`src/hdl/cpcc_pkg.sv`:
```
// ----------------------------------------------------------------------------
// cpcc_pkg
// Shared constants for the cubic polynomial color correction pipeline.
// ----------------------------------------------------------------------------
package cpcc_pkg;

    // Default widths of the pixel components and of one coefficient.
    localparam int PIXEL_BITS_DEF = 8;
    localparam int COEF_BITS_DEF  = 40;

    // Coefficients carry a fixed binary point with this many fraction bits.
    localparam int FRAC_BITS = 32;

    localparam int N_CHAN  = 3;
    localparam int N_TERMS = 9;
    localparam int N_COEF  = N_CHAN * N_TERMS;
    localparam int IDX_W   = 5;

    // Item action codes.
    localparam logic ACT_WRITE = 1'b0;
    localparam logic ACT_PIXEL = 1'b1;

endpackage

```
`src/hdl/cpcc_round.sv`:
```
// ----------------------------------------------------------------------------
// cpcc_round
// Drops the fraction of each rounded sum, clamps it and holds the result.
// ----------------------------------------------------------------------------
module cpcc_round #(
    parameter int PIXEL_BITS = cpcc_pkg::PIXEL_BITS_DEF,
    parameter int ACC_W      = cpcc_pkg::COEF_BITS_DEF + 3 * cpcc_pkg::PIXEL_BITS_DEF + 5
) (
    input  logic                     clk,
    input  logic                     rst_n,
    input  logic                     sum_valid,
    output logic                     sum_ready,
    input  logic signed [ACC_W-1:0]  sums [cpcc_pkg::N_CHAN],
    output logic                     res_valid,
    input  logic                     res_ready,
    output logic [PIXEL_BITS-1:0]    res_rgb [cpcc_pkg::N_CHAN]
);

    localparam int INT_W = ACC_W - cpcc_pkg::FRAC_BITS;

    logic                   v8_reg;
    logic                   rdy8;
    logic [PIXEL_BITS-1:0]  rgb8_reg  [cpcc_pkg::N_CHAN];
    logic [PIXEL_BITS-1:0]  rgb8_next [cpcc_pkg::N_CHAN];
    logic [INT_W-1:0]       whole     [cpcc_pkg::N_CHAN];

    assign rdy8      = !v8_reg || res_ready;
    assign sum_ready = rdy8;

    always_comb
    begin
        for (int c = 0; c < cpcc_pkg::N_CHAN; c++)
        begin
            whole[c] = sums[c][ACC_W-1:cpcc_pkg::FRAC_BITS];
            if (whole[c][INT_W-1])
            begin
                rgb8_next[c] = '0;
            end
            else if (|whole[c][INT_W-1:PIXEL_BITS])
            begin
                rgb8_next[c] = '1;
            end
            else
            begin
                rgb8_next[c] = whole[c][PIXEL_BITS-1:0];
            end
        end
    end

    always_ff @(posedge clk or negedge rst_n)
    begin
        if (!rst_n)
        begin
            v8_reg <= 1'b0;
        end
        else if (rdy8)
        begin
            v8_reg <= sum_valid;
        end
    end

    always_ff @(posedge clk)
    begin
        if (rdy8)
        begin
            rgb8_reg <= rgb8_next;
        end
    end

    assign res_valid = v8_reg;
    assign res_rgb   = rgb8_reg;

endmodule
```
`config.mk`:
```
export PLATFORM = sky130hd
export DESIGN_NAME = cpcc_round
export DESIGN_NICKNAME = d
export VERILOG_FILES = /design/src/hdl/cpcc_pkg.sv /design/src/hdl/cpcc_round.sv
export SDC_FILE = /design/constraint.sdc
export NUM_CORES = 1
export LEC_CHECK = 0
export BUFFER_PORTS_ARGS = -buffer_cell sky130_fd_sc_hd__buf_2
export CAP_MARGIN = 30
export CELL_PAD_IN_SITES_DETAIL_PLACEMENT = 1
export CELL_PAD_IN_SITES_GLOBAL_PLACEMENT = 1
export CORE_AREA = 3 3 96 98
export CTS_CLUSTER_DIAMETER = 30
export DETAILED_ROUTE_END_ITERATION = 6
export DIE_AREA = 0 0 99 101
export GPL_TIMING_DRIVEN = 0
export HOLD_SLACK_MARGIN = 0.12
export PLACE_DENSITY_LB_ADDON = 0.1
export SLEW_MARGIN = 20
export SYNTH_ARGS = -nofsm -noshare
export SYNTH_HDL_FRONTEND = slang
export SYNTH_SLANG_ARGS = --single-unit
```
`constraint.sdc`:
```
create_clock -name clk -period 1.9 [get_ports clk]
set_clock_uncertainty 0.1 [all_clocks]
set_input_delay 0.095 -clock clk [delete_from_list [all_inputs] [get_ports clk]]
set_output_delay 0.095 -clock clk [all_outputs]
set_load 0.02 [all_outputs]
```
==> impl_metrics.yaml <==
outcome:
  status: "complete, no violations"
clock_tree:
  cts_setup_buffers: 0
  numCtsBuffers: 3
  clk_latency_ps: 270
  cts_max_path_buffers: 2
  path_clk_slew_ps: 90
  cts-root-buf: "clkbuf_8"
  cts-htree-levels: 1
  numClockSinks: 25
  cts_tree: "yes"
synthesis:
  synth_area_leaders: "edfxtp_1, nor3_2, a31oi_1, nor4_1, or4_1"
  syn_area_mm2: 0.00144
  syn-num-nets: 328
  yosys.cell_types.count: 16
  avgSynthCellArea_um2: 12.3
  netlist.area_leader.share_pct: 50.1
  synth_seq_cells: 25
  syn_inst: 117
  yosys_warnings: 0
  synth_top_cell_by_area: "edfxtp_1"
  synth_seq_area_share_pct: 51.9
drt:
  dr.pass1.iters: 3
  routed_wl_mm: 5.01
  drt_iter0_markers: 19
  vias: 1683
  ant_nets: 0
  drc: 0
  wl_per_cell_um: 12.6
  vias_per_cell: 4.22
critical_path:
  cpLargestDelayFamily: "simple AND/OR/NAND/NOR gates"
  slowest_stage: "dlygate4sd3_1"
  cp_data_required_time_ps: 1830
  crit_path_max_fanout: 8
  cp_cell_sequence: "buf_2, or4_1, nor2_2, a31oi_1, dlygate4sd3_1"
  critical_path_buf_inv_count: 2
  startpoint_type: "primary input"
  rrSetupSlack_ps: 580
  crit_arrival_ps: 1760
  crit_path_end_kind: "flip-flop"
  cp_slowest_stage_delay_ps: 560
  critPathKind: "primary input to flip-flop"
sta:
  maxSlewHeadroom_pct: 58.2
  finalMaxSlewViolations: 0
  layout_setup_ws_ps: 73.8
  fin_hold_ws_ps: 114
  tns_ps: 0
  hold_viol: 0
  worst_pin_slew_ps: 627
  max_freq_mhz: 548
  min_period_ps: 1830
  rsz0062_at_grt: "false"
  setup_viol: 0
  fin_crit_sh_pct: 96.1
die:
  initial_core_util_pct: 16.8
  io_pins: 237
  die_w_um: 99
  design.die.area_mm2: 0.0100
  die_h_um: 101
  core-area_mm2: 0.00855
  num_rows: 34
power_and_ir_drop:
  clkPwrFrac_pct: 25.4
  leakage_uw: 0.00109
  power_frac_comb_pct: 25.3
  sequentialPowerShare_pct: 49.3
  p_switching_uw: 352
  intPower_uw: 979
  power.density_mw_per_mm2: 504
  vdd_ir_drop_max_uv: 206
  netSwitchingFraction_pct: 26.5
grt:
  grt-ovfl-total: 0
  antenna_found_initial: 0
  grt_max_degree: 27
  grt_first_pass_wirelength_mm: 7.73
  grt_pass1_vias: 1734
  globalRouteTotalUtil_pct: 9.46
placement:
  placed_area_mm2: 0.00226
  io_buffers: 137
  dpl_worst_slack_ps: 306
  place_congestion: 0.673
cells_and_area:
  drive_gt1_share_pct: 63.2
  design_area_mm2: 0.00264
  layout.nets: 503
  syn_to_final_growth_pct: 83.7
  utilization_pct: 30.9
  diodes: 0
min_path:
  hold_path.class: "primary input to flip-flop"
flow_run:
  max_cap_violations: 0
==> cell families after synthesis <==
group	Yosys count	synth area share, %
AOI/OAI and AO/OA	24	10.4
buffers and inverters	12	5.22
and+or+nand+nor	56	32.5
DFF	25	51.9
==> state kept, by name, summed over array words and instances, names as in the netlist <==
register,cells
res_rgb,24
res_valid,1
==> metrics by stage <==
step,total power [uW],instances
global route,1410,399
floorplan,792,117
finish,1330,399
detailed placement,961,362
CTS,1360,399
global placement,958,362
==> synthesized netlist by cell type <==
library cell  number
nor4_1             9
buf_2              3
or4_4              3
buf_6              3
nor2_2             3
nor3_1             3
clkbuf_1           3
edfxtp_1          24
or2_2              3
dfrtp_1            1
nand2b_1           2
and4_1             3
a31oi_1           24
nor3_2            24
or4_1              6
clkbuf_2           3
==> timing repair <==
item                      CTS  global route
gates resized for setup     0             0
hold buffers               33             0
hold endpoints to repair   21             0
==> power by group through the flow <==
stage               Clock, uW  Sequential (uW)  Combinational (uW)
floorplan                   0              723                69.3
global placement            0              670                 287
detailed placement          0              671                 291
CTS                       358              658                 344
global route              377              663                 368
finish                    338              657                 336
==> path summary, 6_finish.rpt <==
| path | depth (start not counted) | startpoint | to |
|---|---|---|---|
| max | 5 | sums[113] | res_rgb[12]$_SDFFCE_PP0P_ |
| min | 3 | sums[174] | res_rgb[20]$_SDFFCE_PP0P_ |
| max reg2reg | 1 | res_valid$_DFFE_PN0P_ | res_rgb[20]$_SDFFCE_PP0P_ |
| min reg2reg | 2 | res_valid$_DFFE_PN0P_ | res_valid$_DFFE_PN0P_ |
| max in group asynchronous | 3 | rst_n | res_valid$_DFFE_PN0P_ |
| min in group asynchronous | 3 | rst_n | res_valid$_DFFE_PN0P_ |
==> cell type report <==
type | count | area (um2)
buffer | 12 | 75.1
clock buffer | 3 | 41.3
clock inverter | 1 | 8.76
fill | 1032 | 5910
multi-input combinational | 80 | 619
sequential | 25 | 746
tap | 108 | 135
timing repair buffer | 170 | 1020
==> worst min-delay path, cell delays in order <==
cell	delay, ps
buf_2	80
nor3_2	30
a31oi_1	150
==> cell usage in the layout (no fill, tap or decap) <==
master,synthesis,routed
a31oi_1,24,24
or4_1,6,6
buf_6,3,3
nor3_1,3,3
dlygate4sd3_1,0,33
nor4_1,9,9
inv_6,0,1
clkbuf_8,0,3
nand2b_1,2,1
nor2_2,3,3
buf_2,3,140
clkbuf_2,3,3
dfrtp_1,1,1
or2_2,3,3
or4_4,3,3
nand2b_2,0,1
edfxtp_1,24,24
and4_1,3,3
clkbuf_1,3,3
nor3_2,24,24
==> layer usage <==
| metal | global-route usage (%) | part of all wire [%] |
|---|---|---|
| met5 | 0 | 0 |
| met3 | 2.84 | 8.4 |
| met2 | 18.2 | 55 |
| met4 | 1.89 | 0.48 |
| met1 | 10.1 | 36 |
No activity file was read; power rests on OpenSTA's default activity.
