==> src/hdl/cpcc_pkg.sv <==
// ----------------------------------------------------------------------------
// cpcc_pkg
// Shared constants for the cubic polynomial color correction pipeline.
// ----------------------------------------------------------------------------
package cpcc_pkg;

    // Default widths of the pixel components and of one coefficient.
    localparam int PIXEL_BITS_DEF = 8;
    localparam int COEF_BITS_DEF  = 40;

    // Coefficients carry a fixed binary point with this many fraction bits.
    localparam int FRAC_BITS = 32;

    localparam int N_CHAN  = 3;
    localparam int N_TERMS = 9;
    localparam int N_COEF  = N_CHAN * N_TERMS;
    localparam int IDX_W   = 5;

    // Item action codes.
    localparam logic ACT_WRITE = 1'b0;
    localparam logic ACT_PIXEL = 1'b1;

endpackage

==> src/hdl/cpcc_terms.sv <==
// ----------------------------------------------------------------------------
// cpcc_terms
// Input register and the two stages that build squares and cubes.
// ----------------------------------------------------------------------------
module cpcc_terms #(
    parameter int PIXEL_BITS = cpcc_pkg::PIXEL_BITS_DEF,
    parameter int COEF_BITS  = cpcc_pkg::COEF_BITS_DEF,
    parameter int TERM_W     = 3 * PIXEL_BITS
) (
    input  logic                          clk,
    input  logic                          rst_n,
    input  logic                          pix_valid,
    output logic                          pix_ready,
    input  logic                          pix_action,
    input  logic [cpcc_pkg::IDX_W-1:0]    pix_index,
    input  logic [COEF_BITS-1:0]          pix_value,
    input  logic [PIXEL_BITS-1:0]         pix_rgb [cpcc_pkg::N_CHAN],
    output logic                          term_valid,
    input  logic                          term_ready,
    output logic                          term_action,
    output logic [cpcc_pkg::IDX_W-1:0]    term_index,
    output logic [COEF_BITS-1:0]          term_value,
    output logic [TERM_W-1:0]             terms [cpcc_pkg::N_TERMS]
);

    localparam int SQ_W = 2 * PIXEL_BITS;

    logic                        v1_reg, v2_reg, v3_reg;
    logic                        rdy1, rdy2, rdy3;
    logic                        act1_reg, act2_reg, act3_reg;
    logic [cpcc_pkg::IDX_W-1:0]  idx1_reg, idx2_reg, idx3_reg;
    logic [COEF_BITS-1:0]        val1_reg, val2_reg, val3_reg;
    logic [PIXEL_BITS-1:0]       lin1_reg [cpcc_pkg::N_CHAN];
    logic [PIXEL_BITS-1:0]       lin2_reg [cpcc_pkg::N_CHAN];
    logic [SQ_W-1:0]             sq2_reg  [cpcc_pkg::N_CHAN];
    logic [TERM_W-1:0]           term3_reg [cpcc_pkg::N_TERMS];

    assign rdy3      = !v3_reg || term_ready;
    assign rdy2      = !v2_reg || rdy3;
    assign rdy1      = !v1_reg || rdy2;
    assign pix_ready = rdy1;

    always_ff @(posedge clk or negedge rst_n)
    begin
        if (!rst_n)
        begin
            v1_reg <= 1'b0;
            v2_reg <= 1'b0;
            v3_reg <= 1'b0;
        end
        else
        begin
            if (rdy1)
            begin
                v1_reg <= pix_valid;
            end
            if (rdy2)
            begin
                v2_reg <= v1_reg;
            end
            if (rdy3)
            begin
                v3_reg <= v2_reg;
            end
        end
    end

    always_ff @(posedge clk)
    begin
        if (rdy1)
        begin
            act1_reg <= pix_action;
            idx1_reg <= pix_index;
            val1_reg <= pix_value;
            for (int c = 0; c < cpcc_pkg::N_CHAN; c++)
            begin
                lin1_reg[c] <= pix_rgb[c];
            end
        end
        if (rdy2)
        begin
            act2_reg <= act1_reg;
            idx2_reg <= idx1_reg;
            val2_reg <= val1_reg;
            for (int c = 0; c < cpcc_pkg::N_CHAN; c++)
            begin
                lin2_reg[c] <= lin1_reg[c];
                sq2_reg[c]  <= SQ_W'(lin1_reg[c]) * SQ_W'(lin1_reg[c]);
            end
        end
        if (rdy3)
        begin
            act3_reg <= act2_reg;
            idx3_reg <= idx2_reg;
            val3_reg <= val2_reg;
            // Term order: linear r,g,b, then squares, then cubes.
            for (int c = 0; c < cpcc_pkg::N_CHAN; c++)
            begin
                term3_reg[c]                      <= TERM_W'(lin2_reg[c]);
                term3_reg[cpcc_pkg::N_CHAN + c]   <= TERM_W'(sq2_reg[c]);
                term3_reg[2*cpcc_pkg::N_CHAN + c] <= TERM_W'(sq2_reg[c]) *
                                                     TERM_W'(lin2_reg[c]);
            end
        end
    end

    assign term_valid  = v3_reg;
    assign term_action = act3_reg;
    assign term_index  = idx3_reg;
    assign term_value  = val3_reg;
    assign terms       = term3_reg;

endmodule

==> config.mk <==
export PLATFORM = sky130hd
export DESIGN_NAME = cpcc_terms
export DESIGN_NICKNAME = d
export VERILOG_FILES = /design/src/hdl/cpcc_pkg.sv /design/src/hdl/cpcc_terms.sv
export SDC_FILE = /design/constraint.sdc
export NUM_CORES = 1
export LEC_CHECK = 0
export ABC_AREA = 1
export BUFFER_PORTS_ARGS = -buffer_cell sky130_fd_sc_hd__buf_2
export CORE_ASPECT_RATIO = 0.9
export CORE_MARGIN = 10
export CORE_UTILIZATION = 50
export CTS_CLUSTER_DIAMETER = 200
export CTS_CLUSTER_SIZE = 28
export DETAILED_ROUTE_END_ITERATION = 7
export PLACE_DENSITY_LB_ADDON = 0.12
export SYNTH_ARGS = -nofsm -noshare
export SYNTH_HDL_FRONTEND = slang
export SYNTH_SLANG_ARGS = --single-unit
==> constraint.sdc <==
create_clock -name clk -period 17.49 [get_ports clk]
set_clock_uncertainty 0.1 [all_clocks]
set_input_delay 0.8745 -clock clk [delete_from_list [all_inputs] [get_ports clk]]
set_output_delay 0.8745 -clock clk [all_outputs]
set_load 0.05 [all_outputs]
==> impl_summary.md <==
Floorplanning
The area enclosed by the die boundary is 70200 µm². The number of core rows is 85. The I/O pin total is 338. For this configuration, the core starts out at a cell density of 50.3%. The floorplan step set the die height to 252 µm. The area of the core is 59700 µm². In this run the horizontal extent of the chip is 278 µm.

Finish
Counting the fill cells in the layout gives 5459. The flip-flop count of the largest register after layout is 135. The number of nets in the layout is 4069. Cells with a size suffix above 1 make up 9.07% of the layout. In the final layout, the multi-input gates occupy 15100 µm². From synthesis to final layout, the design area changed by 7.37%. The area used by sequential logic in the layout is 11000 µm².

Critical path
The number of buffers and inverters on the critical path is 4. In this design, the stage delay of the slowest critical-path cell is 0.82 ns. STA puts the critical path data required time at 17.72 ns. Traced cell by cell, the critical path runs through nand2_1 > inv_1 > fa_1 > fa_1 > fa_1 > inv_1 > fa_1 > inv_1 > ha_1 > nand2_2 > inv_1 > a21oi_1 > nand3_1 > nand2_1 > nand2_1 > nand2_1 > nand2_1.

The worst-path maximum fanout is 16. STA classifies the critical path endpoint as a flip-flop. The critical path in this run is classified as reg -> reg. The element type at the critical path start is a flip-flop. The number of cells on the worst reg-to-reg path is 17. The slowest cell on the critical path is sky130_fd_sc_hd__edfxtp_1. The start point of the critical path is lin2_reg[0][3]$_DFFE_PP_. The endpoint identified for the worst register-to-register timing path is terms[69]$_DFFE_PP_. In this run the register-to-register setup slack is 12.72 ns. The signal arrival time at the worst endpoint is 5.00 ns.

Grouping stages by cell kind, the critical path spends the most delay in adder cells. The most numerous cell on the critical path is sky130_fd_sc_hd__nand2_1. The worst register-to-register path begins at lin2_reg[0][3]$_DFFE_PP_.

CTS
The CTS tree is done. The depth of the CTS H-tree is 1. For this design, the sink count on the clock tree is 366. No sink is reached through more buffers than the 3 on the longest clock path.

The source-to-sink clock delay at the later pin of the worst-skew pair is 0.54 ns. The CTS root buffer is sky130_fd_sc_hd__clkbuf_16. The number of clock buffers inserted by TritonCTS is 17. After clock tree synthesis, the setup repair step added 0 buffers. The clock transition at the register clock pins on the worst setup and hold paths after CTS is 0.11 ns. Post-CTS repair changed the size of 0 cells.

Worst hold path
The number of cells on the worst hold path is 0. In this run the most critical hold path is launched from val1_reg[15]$_DFFE_PP_. The worst hold endpoint is val2_reg[15]$_DFFE_PP_. The class of the worst hold path is reg -> reg.

Global route
The number of antenna violations at the first check in global routing is 4. Summed over all layers, the global routing overflow is 0. Entering global routing, the biggest net connects 82 pins.

The global-route usage over all layers is 19.0%. The via count of the first global-routing pass was 21.8k. The first global-routing pass estimated 109000 µm of wire.

Synthesis
Synthesis handed over a netlist of 3255 instances. The synthesized netlist contains 28 unique library cells. The synthesized netlist occupies a cell area of 30000 µm². Of the synthesized area, sequential elements account for 36.6%. The register bit count reported by yosys is 366. During synthesis, Yosys emitted a total of 0 warnings. A synthesized cell averages 9.22 µm².

STA
The number of endpoints with negative hold slack in the final report is 0. The number of max-slew violations in the final report is 0. At the pin with the least slew margin, the transition time is 1.13 ns.

In the final timing run, aggregate negative setup slack is 0 ns. The final-report setup violation count is 0. The final period demand of the worst path is 4.77 ns. Dividing the final minimum period by the clock period gives 27.3%. Setup repair after global routing left no endpoint under its margin.

The worst slew slack as a fraction of its limit is 24.9%. The highest clock frequency the design can meet is 210 MHz.

Route
The DRC violation count after routing is 0. The final antenna-violating net count is 0. The final routed wirelength across all metal layers is 65300 µm. The total vias in the final route is 20.1k. The first detailed-routing pass ran for 6 iterations. The number of DRC violations after detailed-routing iteration 0 is 1300. After detailed routing, the average wire length per cell comes to 15.4 µm. Dividing the detail-routed via count by the number of cells gives 4.74.

Run
Across the run, the number of max-cap violations was 0.

Place
The detailed-placement wirelength estimate is 51400 µm. At the end of routability-driven placement, the weighted congestion stood at 0.864. The count of input and output buffers is 262.

Outcome
The run finished with clean final reports.
==> worst reg2reg max path, delay by kind of cell (launching register included) <==
| family | cells | cell delay (ns) |
|---|---|---|
| buffers and inverters | 4 | 0.28 |
| and+or+nand+nor | 7 | 0.81 |
| AOI/OAI and AO/OA | 1 | 0.25 |
| DFF | 1 | 0.82 |
| adders and majority gates | 5 | 2.28 |
==> cells in the mapped netlist (all sizes together) <==
cell type,n,area share (%)
a31oi,6,0.13
a21o,3,0.075
or2,4,0.083
and2,7,0.16
fa,315,21
ha,225,9.4
o21ai,4,0.067
nand2,884,11
nand3b,6,0.15
a21oi,68,1.1
o21bai,15,0.38
clkbuf,91,1.1
edfxtp,363,36
nor3,17,0.28
dfrtp,3,0.25
nor2,107,1.4
nand4,6,0.13
conb,1,0.012
xnor2,13,0.38
nand3,84,1.4
buf,81,2.0
inv,894,11
xor2,58,1.7
==> cell type report <==
type	instances	area share [%]
inverters	894	10.4
clock buffers	23	1.39
flip-flops and latches	366	34.1
well taps	783	3.04
repair buffers	267	4.20
clock inverters	2	0.120
diodes	1	0.00777
multi-input cells	1909	46.7
==> how the worst max path moves through the flow <==
stage	slack (ns)	cells after the start	end
5_1_grt	12.50	16	terms[43]$_DFFE_PP_
3_5_place_dp	12.73	17	terms[69]$_DFFE_PP_
3_3_place_gp	12.84	17	terms[69]$_DFFE_PP_
6_report	12.72	17	terms[69]$_DFFE_PP_
2_1_floorplan	9.49	4	pix_ready
4_1_cts	12.70	17	terms[69]$_DFFE_PP_
==> repair_timing <==
item,in CTS,in global routing
hold buffers,1,0
endpoints found under the setup margin,0,0
hold endpoints to repair,3,0
==> kinds of logic after synthesis <==
kind of cell	after synthesis	share of synthesized area, %
fa+ha+maj	540	30.4
simple gates	1115	14.8
compound gates	96	1.78
flops	366	36.6
buf+inv	1066	14.4
xor+xnor	71	2.07
other cells	1	0.0125
==> layout by cell type (no fill, tap or decap), types with 68 or more instances in the layout <==
| cell | n |
|---|---|
| sky130_fd_sc_hd__a21oi_1 | 68 |
| sky130_fd_sc_hd__inv_1 | 893 |
| sky130_fd_sc_hd__buf_2 | 262 |
| sky130_fd_sc_hd__nor2_1 | 97 |
| sky130_fd_sc_hd__nand2_1 | 873 |
| sky130_fd_sc_hd__edfxtp_1 | 363 |
| sky130_fd_sc_hd__ha_1 | 225 |
| sky130_fd_sc_hd__nand3_1 | 83 |
| sky130_fd_sc_hd__conb_1 | 87 |
| sky130_fd_sc_hd__fa_1 | 315 |
==> per-stage QoR <==
step                worst slack (ns)  hold slack, ns  area (µm²)  utilization, %  cells
floorplan                       9.49           0.300       30300               -   3341
global placement               12.84           0.301       31700            53.2   4218
detailed placement             12.73           0.305       31700            53.2   4218
CTS                            12.70           0.302       32200            54.0   4244
global route                   12.50           0.298       32200            54.0   4244
finish                         12.72           0.310       32200            54.0   4245
==> metal layers <==
metal	wire length [µm]	vias to the layer above	global-route usage, %
li1	-	9867	-
met1	28100	9779	23.8
met2	33100	425	34.5
met3	2870	65	2.42
met4	1210	2	3.97
met5	11	-	0
Power is left out: the tool's default activity adds up to more than one toggle a clock period on the data nets, which glitch-free logic cannot reach.
